==> src/sv/muta_pkg.sv <==
// Package: shared types, constants and codes for media usage time accounting.
package muta_pkg;
    localparam int TableEntries = 16;
    localparam int IdxW = (TableEntries > 1) ? $clog2(TableEntries) : 1;
    localparam logic [31:0] IgnoredReset = 32'd1013;

    localparam logic [2:0] ST_DONE    = 3'd0;
    localparam logic [2:0] ST_MIX_IGN = 3'd1;
    localparam logic [2:0] ST_CALLER  = 3'd2;
    localparam logic [2:0] ST_FULL    = 3'd3;
    localparam logic [2:0] ST_ZERO    = 3'd4;
    localparam logic [2:0] ST_REMOVED = 3'd5;

    localparam int DevSpk  = 0;
    localparam int DevOth  = 1;
    localparam int DevBoth = 2;

    typedef struct packed {
        logic load;     // latch request
        logic scan;     // step scan index
        logic update;   // apply event at scan result
        logic done;     // drive result strobe
    } t_cmd;

    typedef struct packed {
        logic scan_last;
        logic is_table;
    } t_stat;
endpackage

==> src/sv/muta_ctrl.sv <==
// Controller: sequences latch, table scan, update and result.
module muta_ctrl (
    input  logic             i_clk,
    input  logic             i_rst_n,
    input  logic             i_start,
    input  muta_pkg::t_stat  i_stat,
    output muta_pkg::t_cmd   o_cmd,
    output logic             o_busy
);
    localparam logic [1:0] S_IDLE = 2'd0;
    localparam logic [1:0] S_SCAN = 2'd1;
    localparam logic [1:0] S_UPD  = 2'd2;
    localparam logic [1:0] S_OUT  = 2'd3;

    logic [1:0] r_state, n_state;

    always_comb begin
        n_state = r_state;
        o_cmd   = '0;
        case (r_state)
            S_IDLE: begin
                if (i_start) begin
                    o_cmd.load = 1'b1;
                    n_state = S_SCAN;
                end
            end
            S_SCAN: begin
                if (!i_stat.is_table) begin
                    n_state = S_UPD;
                end else begin
                    o_cmd.scan = 1'b1;
                    if (i_stat.scan_last) n_state = S_UPD;
                end
            end
            S_UPD: begin
                o_cmd.update = 1'b1;
                n_state = S_OUT;
            end
            S_OUT: begin
                o_cmd.done = 1'b1;
                n_state = S_IDLE;
            end
            default: n_state = S_IDLE;
        endcase
    end

    always_ff @(posedge i_clk) begin
        if (!i_rst_n) r_state <= S_IDLE;
        else r_state <= n_state;
    end

    assign o_busy = (r_state != S_IDLE);
endmodule

==> src/sv/muta_dp.sv <==
// Datapath: device timers, mixer count, caller table and result registers.
module muta_dp (
    input  logic                i_clk,
    input  logic                i_rst_n,
    input  muta_pkg::t_cmd      i_cmd,
    output muta_pkg::t_stat     o_stat,
    input  logic                i_cfg_we,
    input  logic [31:0]         i_cfg_wdata,
    input  logic [6:0]          i_event_flags,
    input  logic signed [31:0]  i_time_ms,
    input  logic [31:0]         i_caller_id,
    output logic [2:0]          o_status,
    output logic signed [31:0]  o_caller_audio_total,
    output logic signed [31:0]  o_caller_video_total,
    output logic signed [7:0]   o_caller_refs,
    output logic signed [31:0]  o_speaker_total,
    output logic signed [31:0]  o_other_total,
    output logic signed [31:0]  o_both_total,
    output logic [15:0]         o_mixer_refs
);
    localparam int N = muta_pkg::TableEntries;
    localparam int W = muta_pkg::IdxW;

    logic [31:0] r_ign;
    logic [6:0]  r_flags;
    logic [31:0] r_t, r_caller;
    logic [2:0]  r_on;
    logic [31:0] r_dlast [3];
    logic [31:0] r_dtot  [3];
    logic [15:0] r_mix;

    logic [N-1:0] r_valid;
    logic [31:0] r_ecaller [N];
    logic [31:0] r_alast [N];
    logic [31:0] r_vlast [N];
    logic [31:0] r_atot [N];
    logic [31:0] r_vtot [N];
    logic [7:0]  r_cnt [N];

    logic [W:0]   r_idx;
    logic         r_hit, r_free_ok;
    logic [W-1:0] r_hit_idx, r_free_idx;
    logic [2:0]   r_status;
    logic [31:0]  r_oa, r_ov;
    logic [7:0]   r_oc;

    logic is_route, is_mstart, is_mstop, is_ign;
    logic [W-1:0] cur;

    assign is_route  = |r_flags[6:5];
    assign is_mstart = !is_route && r_flags[3];
    assign is_mstop  = !is_route && !r_flags[3] && r_flags[4];
    assign is_ign    = (r_caller == r_ign);
    assign cur = r_idx[W-1:0];
    assign o_stat = '{
        scan_last: (r_idx == (W+1)'(N - 1)),
        is_table:  (!is_route && !r_flags[3] && !r_flags[4] && !is_ign)
    };

    always_ff @(posedge i_clk) begin
        if (!i_rst_n) r_ign <= muta_pkg::IgnoredReset;
        else if (i_cfg_we) r_ign <= i_cfg_wdata;
    end

    // entry update values
    logic [W-1:0] e;
    logic         found;
    logic [31:0]  a_l, v_l, a_t, v_t;
    logic [7:0]   c;
    logic         fresh;
    always_comb begin
        found = r_hit || r_free_ok;
        e = r_hit ? r_hit_idx : r_free_idx;
        fresh = !r_hit;
        a_l = fresh ? 32'd0 : r_alast[e];
        v_l = fresh ? 32'd0 : r_vlast[e];
        a_t = fresh ? 32'd0 : r_atot[e];
        v_t = fresh ? 32'd0 : r_vtot[e];
        c   = fresh ? 8'd0 : r_cnt[e];
        if (r_flags[0]) begin
            if (r_flags[1]) begin
                a_l = a_l - r_t;
                if ($signed(c) < 8'sd127) c = c + 8'd1;
            end
            if (r_flags[2]) begin
                v_l = v_l - r_t;
                if ($signed(c) < 8'sd127) c = c + 8'd1;
            end
        end else if (c != 8'd0 && !c[7]) begin
            if (r_flags[1]) begin
                a_l = a_l + r_t;
                if (c != 8'h80) c = c - 8'd1;
            end
            if (r_flags[2]) begin
                v_l = v_l + r_t;
                if (c != 8'h80) c = c - 8'd1;
            end
            if (c == 8'd0) begin
                a_t = a_t + a_l;
                a_l = '0;
                v_t = v_t + v_l;
                v_l = '0;
            end
        end
    end

    logic [2:0] want;
    always_comb begin
        want = '0;
        if (r_flags[6:5] == 2'b11) want[muta_pkg::DevBoth] = 1'b1;
        else if (r_flags[5]) want[muta_pkg::DevSpk] = 1'b1;
        else want[muta_pkg::DevOth] = 1'b1;
    end

    always_ff @(posedge i_clk) begin
        if (!i_rst_n) begin
            r_on <= '0;
            r_mix <= '0;
            r_valid <= '0;
            for (int i = 0; i < 3; i++) begin
                r_dlast[i] <= '0;
                r_dtot[i] <= '0;
            end
        end else begin
            if (i_cmd.load) begin
                r_flags <= i_event_flags;
                r_t <= i_time_ms;
                r_caller <= i_caller_id;
                r_idx <= '0;
                r_hit <= 1'b0;
                r_free_ok <= 1'b0;
            end
            if (i_cmd.scan) begin
                if (!r_hit && r_valid[cur] && r_ecaller[cur] == r_caller) begin
                    r_hit <= 1'b1;
                    r_hit_idx <= cur;
                end
                if (!r_free_ok && !r_valid[cur]) begin
                    r_free_ok <= 1'b1;
                    r_free_idx <= cur;
                end
                r_idx <= r_idx + (W+1)'(1);
            end
            if (i_cmd.update) begin
                r_status <= muta_pkg::ST_DONE;
                r_oa <= '0;
                r_ov <= '0;
                r_oc <= '0;
                if (is_route) begin
                    for (int i = 0; i < 3; i++) begin
                        if (r_on[i] != want[i]) begin
                            if (r_mix != 16'd0) begin
                                if (!want[i]) begin
                                    r_dtot[i] <= r_dtot[i] + r_dlast[i] + r_t;
                                    r_dlast[i] <= '0;
                                end else begin
                                    r_dlast[i] <= 32'd0 - r_t;
                                end
                            end
                            r_on[i] <= want[i];
                        end
                    end
                end else if (is_mstart) begin
                    if (r_mix == 16'd0) begin
                        for (int i = 0; i < 3; i++)
                            if (r_on[i]) r_dlast[i] <= r_dlast[i] - r_t;
                    end
                    if (r_mix != 16'hFFFF) r_mix <= r_mix + 16'd1;
                end else if (is_mstop) begin
                    if (r_mix == 16'd0) begin
                        r_status <= muta_pkg::ST_MIX_IGN;
                    end else begin
                        if (r_mix == 16'd1) begin
                            for (int i = 0; i < 3; i++) begin
                                if (r_on[i]) begin
                                    r_dtot[i] <= r_dtot[i] + r_dlast[i] + r_t;
                                    r_dlast[i] <= '0;
                                end
                            end
                        end
                        r_mix <= r_mix - 16'd1;
                    end
                end else if (is_ign) begin
                    r_status <= muta_pkg::ST_CALLER;
                end else if (!found) begin
                    r_status <= muta_pkg::ST_FULL;
                end else begin
                    r_valid[e] <= 1'b1;
                    r_ecaller[e] <= r_caller;
                    r_alast[e] <= a_l;
                    r_vlast[e] <= v_l;
                    r_atot[e] <= a_t;
                    r_vtot[e] <= v_t;
                    r_cnt[e] <= c;
                    r_oa <= a_t;
                    r_ov <= v_t;
                    r_oc <= c;
                    if (!r_flags[0]) begin
                        if (c == 8'd0 && (fresh || r_cnt[e] == 8'd0))
                            r_status <= muta_pkg::ST_ZERO;
                        else if (!fresh && r_cnt[e][7]) begin
                            r_status <= muta_pkg::ST_REMOVED;
                            r_valid[e] <= 1'b0;
                        end
                    end
                end
            end
        end
    end

    assign o_status = r_status;
    assign o_caller_audio_total = r_oa;
    assign o_caller_video_total = r_ov;
    assign o_caller_refs = r_oc;
    assign o_speaker_total = r_dtot[muta_pkg::DevSpk];
    assign o_other_total = r_dtot[muta_pkg::DevOth];
    assign o_both_total = r_dtot[muta_pkg::DevBoth];
    assign o_mixer_refs = r_mix;
endmodule

==> src/sv/media_usage_time_accounting_core.sv <==
// Top level: media usage time accounting core.
// Route/mixer/ignored events skip the table scan; codec events scan every table
// entry first (one table entry compared per cycle) before the update and result.
// A new request is taken only while idle, not before the previous result is given.
// Result strobe o_valid is high for one cycle; the receiver cannot stall.
// Synchronous active-low reset clears device totals, the mixer count and table valid bits.
module media_usage_time_accounting_core (
    input  logic                i_clk,
    input  logic                i_rst_n,
    input  logic                start,
    output logic                busy,
    input  logic                i_cfg_we,
    input  logic [31:0]         i_cfg_wdata,
    input  logic [6:0]          i_event_flags,
    input  logic signed [31:0]  i_time_ms,
    input  logic [31:0]         i_caller_id,
    output logic                o_valid,
    output logic [2:0]          o_status,
    output logic signed [31:0]  o_caller_audio_total,
    output logic signed [31:0]  o_caller_video_total,
    output logic signed [7:0]   o_caller_refs,
    output logic signed [31:0]  o_speaker_total,
    output logic signed [31:0]  o_other_total,
    output logic signed [31:0]  o_both_total,
    output logic [15:0]         o_mixer_refs
);
    muta_pkg::t_cmd  cmd;
    muta_pkg::t_stat stat;

    muta_ctrl u_ctrl (
        .i_clk(i_clk), .i_rst_n(i_rst_n), .i_start(start),
        .i_stat(stat), .o_cmd(cmd), .o_busy(busy)
    );

    muta_dp u_dp (
        .i_clk(i_clk), .i_rst_n(i_rst_n), .i_cmd(cmd), .o_stat(stat),
        .i_cfg_we(i_cfg_we), .i_cfg_wdata(i_cfg_wdata),
        .i_event_flags(i_event_flags), .i_time_ms(i_time_ms),
        .i_caller_id(i_caller_id), .o_status(o_status),
        .o_caller_audio_total(o_caller_audio_total),
        .o_caller_video_total(o_caller_video_total),
        .o_caller_refs(o_caller_refs), .o_speaker_total(o_speaker_total),
        .o_other_total(o_other_total), .o_both_total(o_both_total),
        .o_mixer_refs(o_mixer_refs)
    );

    assign o_valid = cmd.done;

    a_done_busy: assert property (@(posedge i_clk) disable iff (!i_rst_n)
        o_valid |-> busy) else $error("result outside request");
    a_load_idle: assert property (@(posedge i_clk) disable iff (!i_rst_n)
        cmd.load |=> busy) else $error("load did not start work");
    a_upd_out: assert property (@(posedge i_clk) disable iff (!i_rst_n)
        cmd.update |=> o_valid) else $error("update without result");
endmodule

==> config.mk <==
export PLATFORM = sky130hd
export DESIGN_NAME = media_usage_time_accounting_core
export DESIGN_NICKNAME = d
export VERILOG_FILES = /design/src/sv/muta_pkg.sv /design/src/sv/muta_ctrl.sv /design/src/sv/muta_dp.sv /design/src/sv/media_usage_time_accounting_core.sv
export SDC_FILE = /design/constraint.sdc
export NUM_CORES = 2
export LEC_CHECK = 0
export ABC_AREA = 0
export ABC_CLOCK_PERIOD_IN_PS = 22300
export BUFFER_PORTS_ARGS = -buffer_cell sky130_fd_sc_hd__buf_2
export CAP_MARGIN = 10
export CORE_MARGIN = 2
export CORE_UTILIZATION = 25
export CTS_BUF_LIST = sky130_fd_sc_hd__clkbuf_8
export CTS_CLUSTER_SIZE = 12
export DETAILED_ROUTE_END_ITERATION = 7
export SETUP_SLACK_MARGIN = 0.2
export SYNTH_ARGS = -nofsm -noshare
export SYNTH_HDL_FRONTEND = slang
export SYNTH_HIERARCHICAL = 1
export SYNTH_SLANG_ARGS = --single-unit
export TNS_END_PERCENT = 1
==> constraint.sdc <==
create_clock -name i_clk -period 22.3 [get_ports i_clk]
set_input_delay 5.575 -clock i_clk [delete_from_list [all_inputs] [get_ports i_clk]]
set_output_delay 5.575 -clock i_clk [all_outputs]
set_load 0.05 [all_outputs]
# --- After elaboration in Yosys (flattened, before gate mapping) ---
# Memory sizes are Yosys's and may differ from the RTL's. A register that Yosys moved wholly into a read port is not among the register bits.
# Cells that the tools add are included.
totals:
  elab_cells: 341
  mem_count: 8
  out_inout_bits: 189
  mem_bits_rw: 2880
  regBits: 230
classes:
  bitwise: 26
  magnitude_cmp: 5
  eq_ne: 18
  add_sub_neg: 23
  reduce_logical: 46
  n_mux: 196
memory_table:
  columns: ["name", "words", "width", "read_ports", "rd_clocked_by_memory_dff", "write_ports", "line_no", "text"]
  rows:
  - ["u_dp.r_alast", 16, 32, 1, 0, 1, "muta_dp.sv:34", "logic [31:0] r_alast [N];"]
  - ["u_dp.r_atot", 16, 32, 1, 0, 1, "muta_dp.sv:36", "logic [31:0] r_atot [N];"]
  - ["u_dp.r_ecaller", 16, 32, 1, 1, 1, "muta_dp.sv:33", "logic [31:0] r_ecaller [N];"]
  - ["u_dp.r_vlast", 16, 32, 1, 0, 1, "muta_dp.sv:35", "logic [31:0] r_vlast [N];"]
  - ["u_dp.r_vtot", 16, 32, 1, 0, 1, "muta_dp.sv:37", "logic [31:0] r_vtot [N];"]
  - ["u_dp.r_cnt", 16, 8, 1, 0, 1, "muta_dp.sv:38", "logic [7:0] r_cnt [N];"]
  - ["2 more memories", null, null, null, null, null, null, null]
op_table:
  columns: ["op", "n"]
  rows:
  - ["$mux W32", 42]
  - ["$add A32 B32 Y32", 10]
  - ["$sub A32 B32 Y32", 5]
  - ["$mux W8", 16]
  - ["$mux W1", 114]
  - ["$mux W16", 7]
  - ["$eq A32 B32 Y1", 2]
  - ["$sub A1 B32 Y32 const A", 1]
  - ["$logic_not A8 Y1", 3]
  - ["$mux W3", 6]
  - ["$or A1 B1 Y1", 18]
  - ["$add A16 B1 Y16 const B", 1]
  - ["$add A8 B1 Y8 const B", 2]
  - ["$and A16 B16 Y16", 1]
  - ["$eq A16 B1 Y1 const B", 1]
  - ["$logic_not A16 Y1", 1]
  - ["$lt A8 B8 Y1 const B", 2]
  - ["$ne A16 B16 Y1 const B", 1]
  - ["$ne A8 B8 Y1 const B", 2]
  - ["$not A16 Y16", 1]
  - ["$or A16 B16 Y16", 1]
  - ["$reduce_bool A16 Y1", 1]
  - ["$sub A16 B1 Y16 const B", 1]
  - ["$sub A8 B1 Y8 const B", 2]
  - ["30 further kinds", 73]

# --- Depth between registers and ports, before layout ---
# An unclocked memory read counts as a cell.
logic_depth:
  ltp_word: 22
  ltp_mapped: 37
  mapped_depth_nobuf: 32

# --- Modules after synthesis ---
# Netlist, hierarchy kept.
modules_own_cells:
  columns: ["module", "cells_each", "seq_area_each_um2", "area_each_um2", "n_inst"]
  rows:
  - ["muta_dp", 8766, 92738.9, 141365.6, 1]
  - ["muta_ctrl", 20, 40.0, 177.7, 1]

# --- Worst setup path before layout ---
# Ideal clock, no wire load.
synth_timing:
  kind: "input port to flip-flop"
  from: "in i_rst_n"
  to: "mem u_dp.r_alast[10][0], enable pin"
  setup_time_ns: 1.105
  t_arrival_ns: 22.028
  cell_stages: 4
  path_slack_ns: -0.834
  n_path_buf: 2
  cell_sequence: "clkbuf_1 > clkinv_1 > clkbuf_1 > nor4_1"
synth_between:
  elab_chain_len: 2
synth_lines:
  columns: ["element", "line_no", "text"]
  rows:
  - ["start: declaration", "media_usage_time_accounting_core.sv:9", "input logic i_rst_n,"]
  - ["$mux W1", "muta_dp.sv:116", "if (!i_rst_n) begin"]
  - ["$mux W1 (not written as such)", "muta_dp.sv:190", "r_alast[e] <= a_l;"]
  - ["end: declaration", "muta_dp.sv:34", null]
# Every way passes these cells.

# --- Worst setup path in the final report ---
layout_timing:
  from: "reg u_dp.r_hit"
  to: "mem u_dp.r_atot[7][31] (data pin)"
layout_between:
  elab_chain_len: 17
  elab_cells_between_ends: 31
layout_lines:
  columns: ["element", "line_no", "text"]
  rows:
  - ["start: declaration", "muta_dp.sv:41", "logic r_hit, r_free_ok;"]
  - ["start signal: assignment", "muta_dp.sv:130", "r_hit <= 1'b0;"]
  - ["start signal: assignment", "muta_dp.sv:135", "r_hit <= 1'b1;"]
  - ["$mux W4", "muta_dp.sv:73", "e = r_hit ? r_hit_idx : r_free_idx;"]
  - ["$mem_v2 Z16 W8", null, null]
  - ["$mux W8", "muta_dp.sv:79", "c = fresh ? 8'd0 : r_cnt[e];"]
  - ["$sub A8 B1 Y8 or $ne A8 B8 Y1 (tied branches)", "muta_dp.sv:92", "if (c != 8'h80) c = c - 8'd1;"]
  - ["$mux W8", "muta_dp.sv:92", null]
  - ["$mux W8", "muta_dp.sv:90", "if (r_flags[1]) begin"]
  - ["$mux W8", "muta_dp.sv:89", "end else if (c != 8'd0 && !c[7]) begin"]
  - ["$mux W8", "muta_dp.sv:80", "if (r_flags[0]) begin"]
  - ["[2 not listed]", null, null]
  - ["$mux W8", "muta_dp.sv:94", "if (r_flags[2]) begin"]
  - ["$mux W8", "muta_dp.sv:89", null]
  - ["$mux W8", "muta_dp.sv:80", null]
  - ["$logic_not A8 Y1", "muta_dp.sv:98", "if (c == 8'd0) begin"]
  - ["$mux W32", "muta_dp.sv:98", null]
  - ["$mux W32", "muta_dp.sv:89", null]
  - ["$mux W32 *", "muta_dp.sv:80", null]
  - ["net u_dp.a_t[31]", "muta_dp.sv:68", "logic [31:0] a_l, v_l, a_t, v_t;"]
  - ["end: declaration", "muta_dp.sv:36", null]
# The timed path passes the listed nets; every way through them passes the cells marked *. The select of a mux whose other input is x is not followed.

==> qor.yml <==
yosysWarnings: 6
post-place-ws_ns: 10.71
cp_common_cell: "a21oi_1"
track_usage_pct: 14.5
cts-root-buf: "clkbuf_8"
p_comb_share_pct: 22.5
cts_buffers: 478
fin_ws_ns: 10.76
ant_nets: 0
p_sw_share_pct: 31.2
skew_ns: 0.104
synth_edf_count: 3041
p_total_w: 0.0149
synth_xor_area_share_pct: 2.70
final_net_count: 9995
antenna_found_initial: 43
rsz0062_at_grt: "false"
ctsLongestPathBuffers: 4
post_cts_resized: 0
cpPeakStageDelay_ns: 0.93
clock_latency_ns: 1.19
avgSynthCellArea_sq_um: 16.1
synthFlopType: "edfxtp_1"
critical_path_class: "register to register"
post_cts_buffers: 0
route.detailed.drc: 0
p_clk_share_pct: 30.8
grt_pass1_wl_um: 609000
dr.pass1.iters: 6
yosys.area_share.simple_pct: 5.61
cts_tree: "yes"
async_flop_share_pct: 0
critPathCaptureType: "register"
cts.htree.levels: 5
finalMaxSlewViolations: 0
top_usage_layer: "met2"
leakage_nw: 54.6
synthDistinctLibCells: 110
synth_compound_area_share_pct: 7.75
clock.fmax_mhz: 86.7
sequentialPowerShare_pct: 46.7
cp_max_fo: 85
grt_max_degree: 112
muxShareOfSynthArea_pct: 11.7
gp_congestion: 0.882
drive_gt1_share_pct: 20.4
seq_area_frac_synth_pct: 65.5
critical-path-top-delay-family: "compound AO/OA/AOI/OAI gates"
layout_min_cycle_time_ns: 11.54
finalHoldViolCount: 0
grt_overflow: 0
drv_cap: 0
synth_adder_area_share_pct: 4.91
via_per_inst: 4.97
drt-total-wl_um: 432000
start_util_pct: 25.1
cpMaxStageDelayCell: "xnor2_1"
rows: 276
r2r_slack_ns: 10.76
io_pins: 296
hold_buffers: 0
synth-seq-cells: 3114
cp.arrival_ns: 12.34
status: "complete, no violations"
relSlewSlack_pct: 7.33
coreArea_sq_um: 565000
clkTransAtPathRegs_ns: 0.07
syn2layout_area_growth_pct: 14.6
crit_path_start_kind: "register"
die_h_um: 756
grt.met2_usage_pct: 21.6
fin_crit_sh_pct: 51.7
tns_ns: 0
use_met3_pct: 3.00
cts.sinks: 3114
setup_violations: 0
p_switching_w: 0.00465
crit_required_ns: 23.10
dieArea_sq_um: 572000
use_met1_pct: 21.4
synthesis.nets: 9385
synth_area_sq_um: 142000
grt_pass1_vias: 82600
min_path_type: "register to register"
synth_top_family_by_area: "multiplexers"
io_buffers: 295
worst_pin_slew_ns: 1.39
vias: 85900
die-width_um: 756
p_int_w: 0.0102
routedWlPerCell_um: 25.0
p_per_area_nw_per_um2: 91.8
hpwl_um: 269000
drtIter0Drc: 11000
syn-instance-count: 8786
ir_worst_vdd_mv: 0.0515
crit_buf_inv: 4
[power by group through the flow]
stage	registers (W)	logic, W	clock network, W
2_1_floorplan	0.00711	0.00210	0
3_3_place_gp	0.00708	0.00327	0
3_5_place_dp	0.00708	0.00328	0
4_1_cts	0.00696	0.00330	0.00469
5_1_grt	0.00697	0.00360	0.00493
6_report	0.00695	0.00335	0.00458
[state kept, by name, indices dropped and copies added (netlist names), 3 cells and up, named ones only]
name / flops
u_dp/r_ecaller: 512
u_dp/o_caller_refs: 8
u_dp/r_idx: 5
u_dp/r_on: 3
u_dp/r_caller: 32
u_dp/r_flags: 7
u_dp/r_dlast: 96
u_dp/o_caller_audio_total: 32
u_dp/r_vtot: 512
u_dp/r_t: 32
u_dp/r_hit_idx: 4
u_dp/r_free_idx: 4
u_dp/o_caller_video_total: 32
u_dp/r_alast: 512
u_dp/r_dtot: 96
u_dp/r_vlast: 512
u_dp/r_ign: 32
u_dp/o_status: 3
u_dp/r_cnt: 128
u_dp/o_mixer_refs: 16
u_dp/r_atot: 512
[per-layer routing]
layer,part of all wire [%],vias up
met5,0.024,-
met4,2.3,14
met3,10,559
met2,44,4241
met1,44,44800
li1,-,36300
[layout by cell type (no fill, tap or decap), drive strengths merged, types with 17 or more instances in the layout]
cell and count:
a211oi 50, a21o 149, a21oi 407, a31oi 95, a41oi 33, and2 91
and3 42, buf 558, bufinv 17, clkbuf 497, clkinv 172, dfxtp 73
edfxtp 3041, fa 105, ha 387, inv 387, mux2 62, mux2i 56
mux4 679, nand2 343, nand2b 50, nand3 96, nand4 36, nor2 463
nor2b 58, nor3 200, nor3b 20, nor4 40, o21a 45, o21ai 264
o21bai 136, o22ai 284, o31ai 24, or2 17, or3 88, or4 19
xnor2 310, xor2 126
[per-stage QoR]
stage / area [sq um] / utilization, % / std cells / hold WS [ns]
after floorplan: 142000 / - / 8786 / 0.443
after global placement: 153000 / 27.1 / 16400 / 0.468
after detailed placement: 153000 / 27.1 / 16400 / 0.478
after CTS: 162000 / 28.7 / 17300 / 0.487
after global routing: 162000 / 28.7 / 17300 / 0.512
final: 162000 / 28.7 / 17300 / 0.492
[path summary, 6_finish.rpt]
kind               from                 end  cells after the start
max reg2reg  u_dp/r_hit  u_dp/r_atot[7][31]                     31
min            register            register                      2
max          u_dp/r_hit  u_dp/r_atot[7][31]                     31
min reg2reg    register            register                      2
[worst min-delay path: cells and delay by family (launching register included)]
kind | cells | cell delay, ns
AND/OR/NAND/NOR | 1 | 0.06
flip-flops | 1 | 0.32
AO/OA/AOI/OAI | 1 | 0.06
[cells in the mapped netlist, types with 13 or more instances]
master	instances	area share, %
mux4_2	679	11
o211ai_1	15	0.080
mux2_2	45	0.36
nor3_1	199	0.70
mux2_1	17	0.14
ha_1	387	3.4
mux2i_1	54	0.38
o31ai_1	24	0.13
nand2b_1	50	0.22
edfxtp_1	3041	65
nor2b_1	58	0.26
nor3b_1	18	0.095
or4_1	18	0.095
o21bai_1	134	0.71
inv_1	215	0.57
nand2_1	343	0.91
and2_1	88	0.39
o21a_1	45	0.24
nor4_1	36	0.16
or3_1	88	0.39
o22ai_1	283	1.3
o21ai_0	262	0.93
a31oi_1	94	0.42
a211oi_1	49	0.26
or2_2	17	0.075
a21oi_1	405	1.4
xnor2_1	310	1.9
and3_1	42	0.19
buf_1	119	0.32
a41oi_1	33	0.20
nor2_1	462	1.2
buf_2	22	0.078
a21o_1	149	0.79
nand3_1	95	0.34
xor2_1	126	0.78
a211o_1	15	0.093
nand4_1	35	0.15
dfxtp_1	73	1.0
fa_1	105	1.5
a22oi_1	13	0.069
clkbuf_1	274	0.73
[cell type report]
| cell class | count | area (sq um) |
|---|---|---|
| clock buffer | 496 | 6830 |
| antenna | 10 | 25.0 |
| multi-input combinational | 5023 | 46500 |
| tap | 7506 | 9390 |
| sequential | 3114 | 92800 |
| inverter | 220 | 841 |
| timing repair buffer | 559 | 3630 |
| clock inverter | 364 | 2150 |
| fill | 56200 | 402000 |
[logic make-up (layout without fill, tap and decap cells)]
family / Yosys count / after routing
compound gates: 1688 / 1688
xor+xnor: 436 / 436
fa+ha+maj: 492 / 492
buf+inv: 649 / 1639
flops: 3114 / 3114
mux: 797 / 797
other cells: 0 / 10
simple gates: 1610 / 1610
No activity file was read; power rests on OpenSTA's default activity.
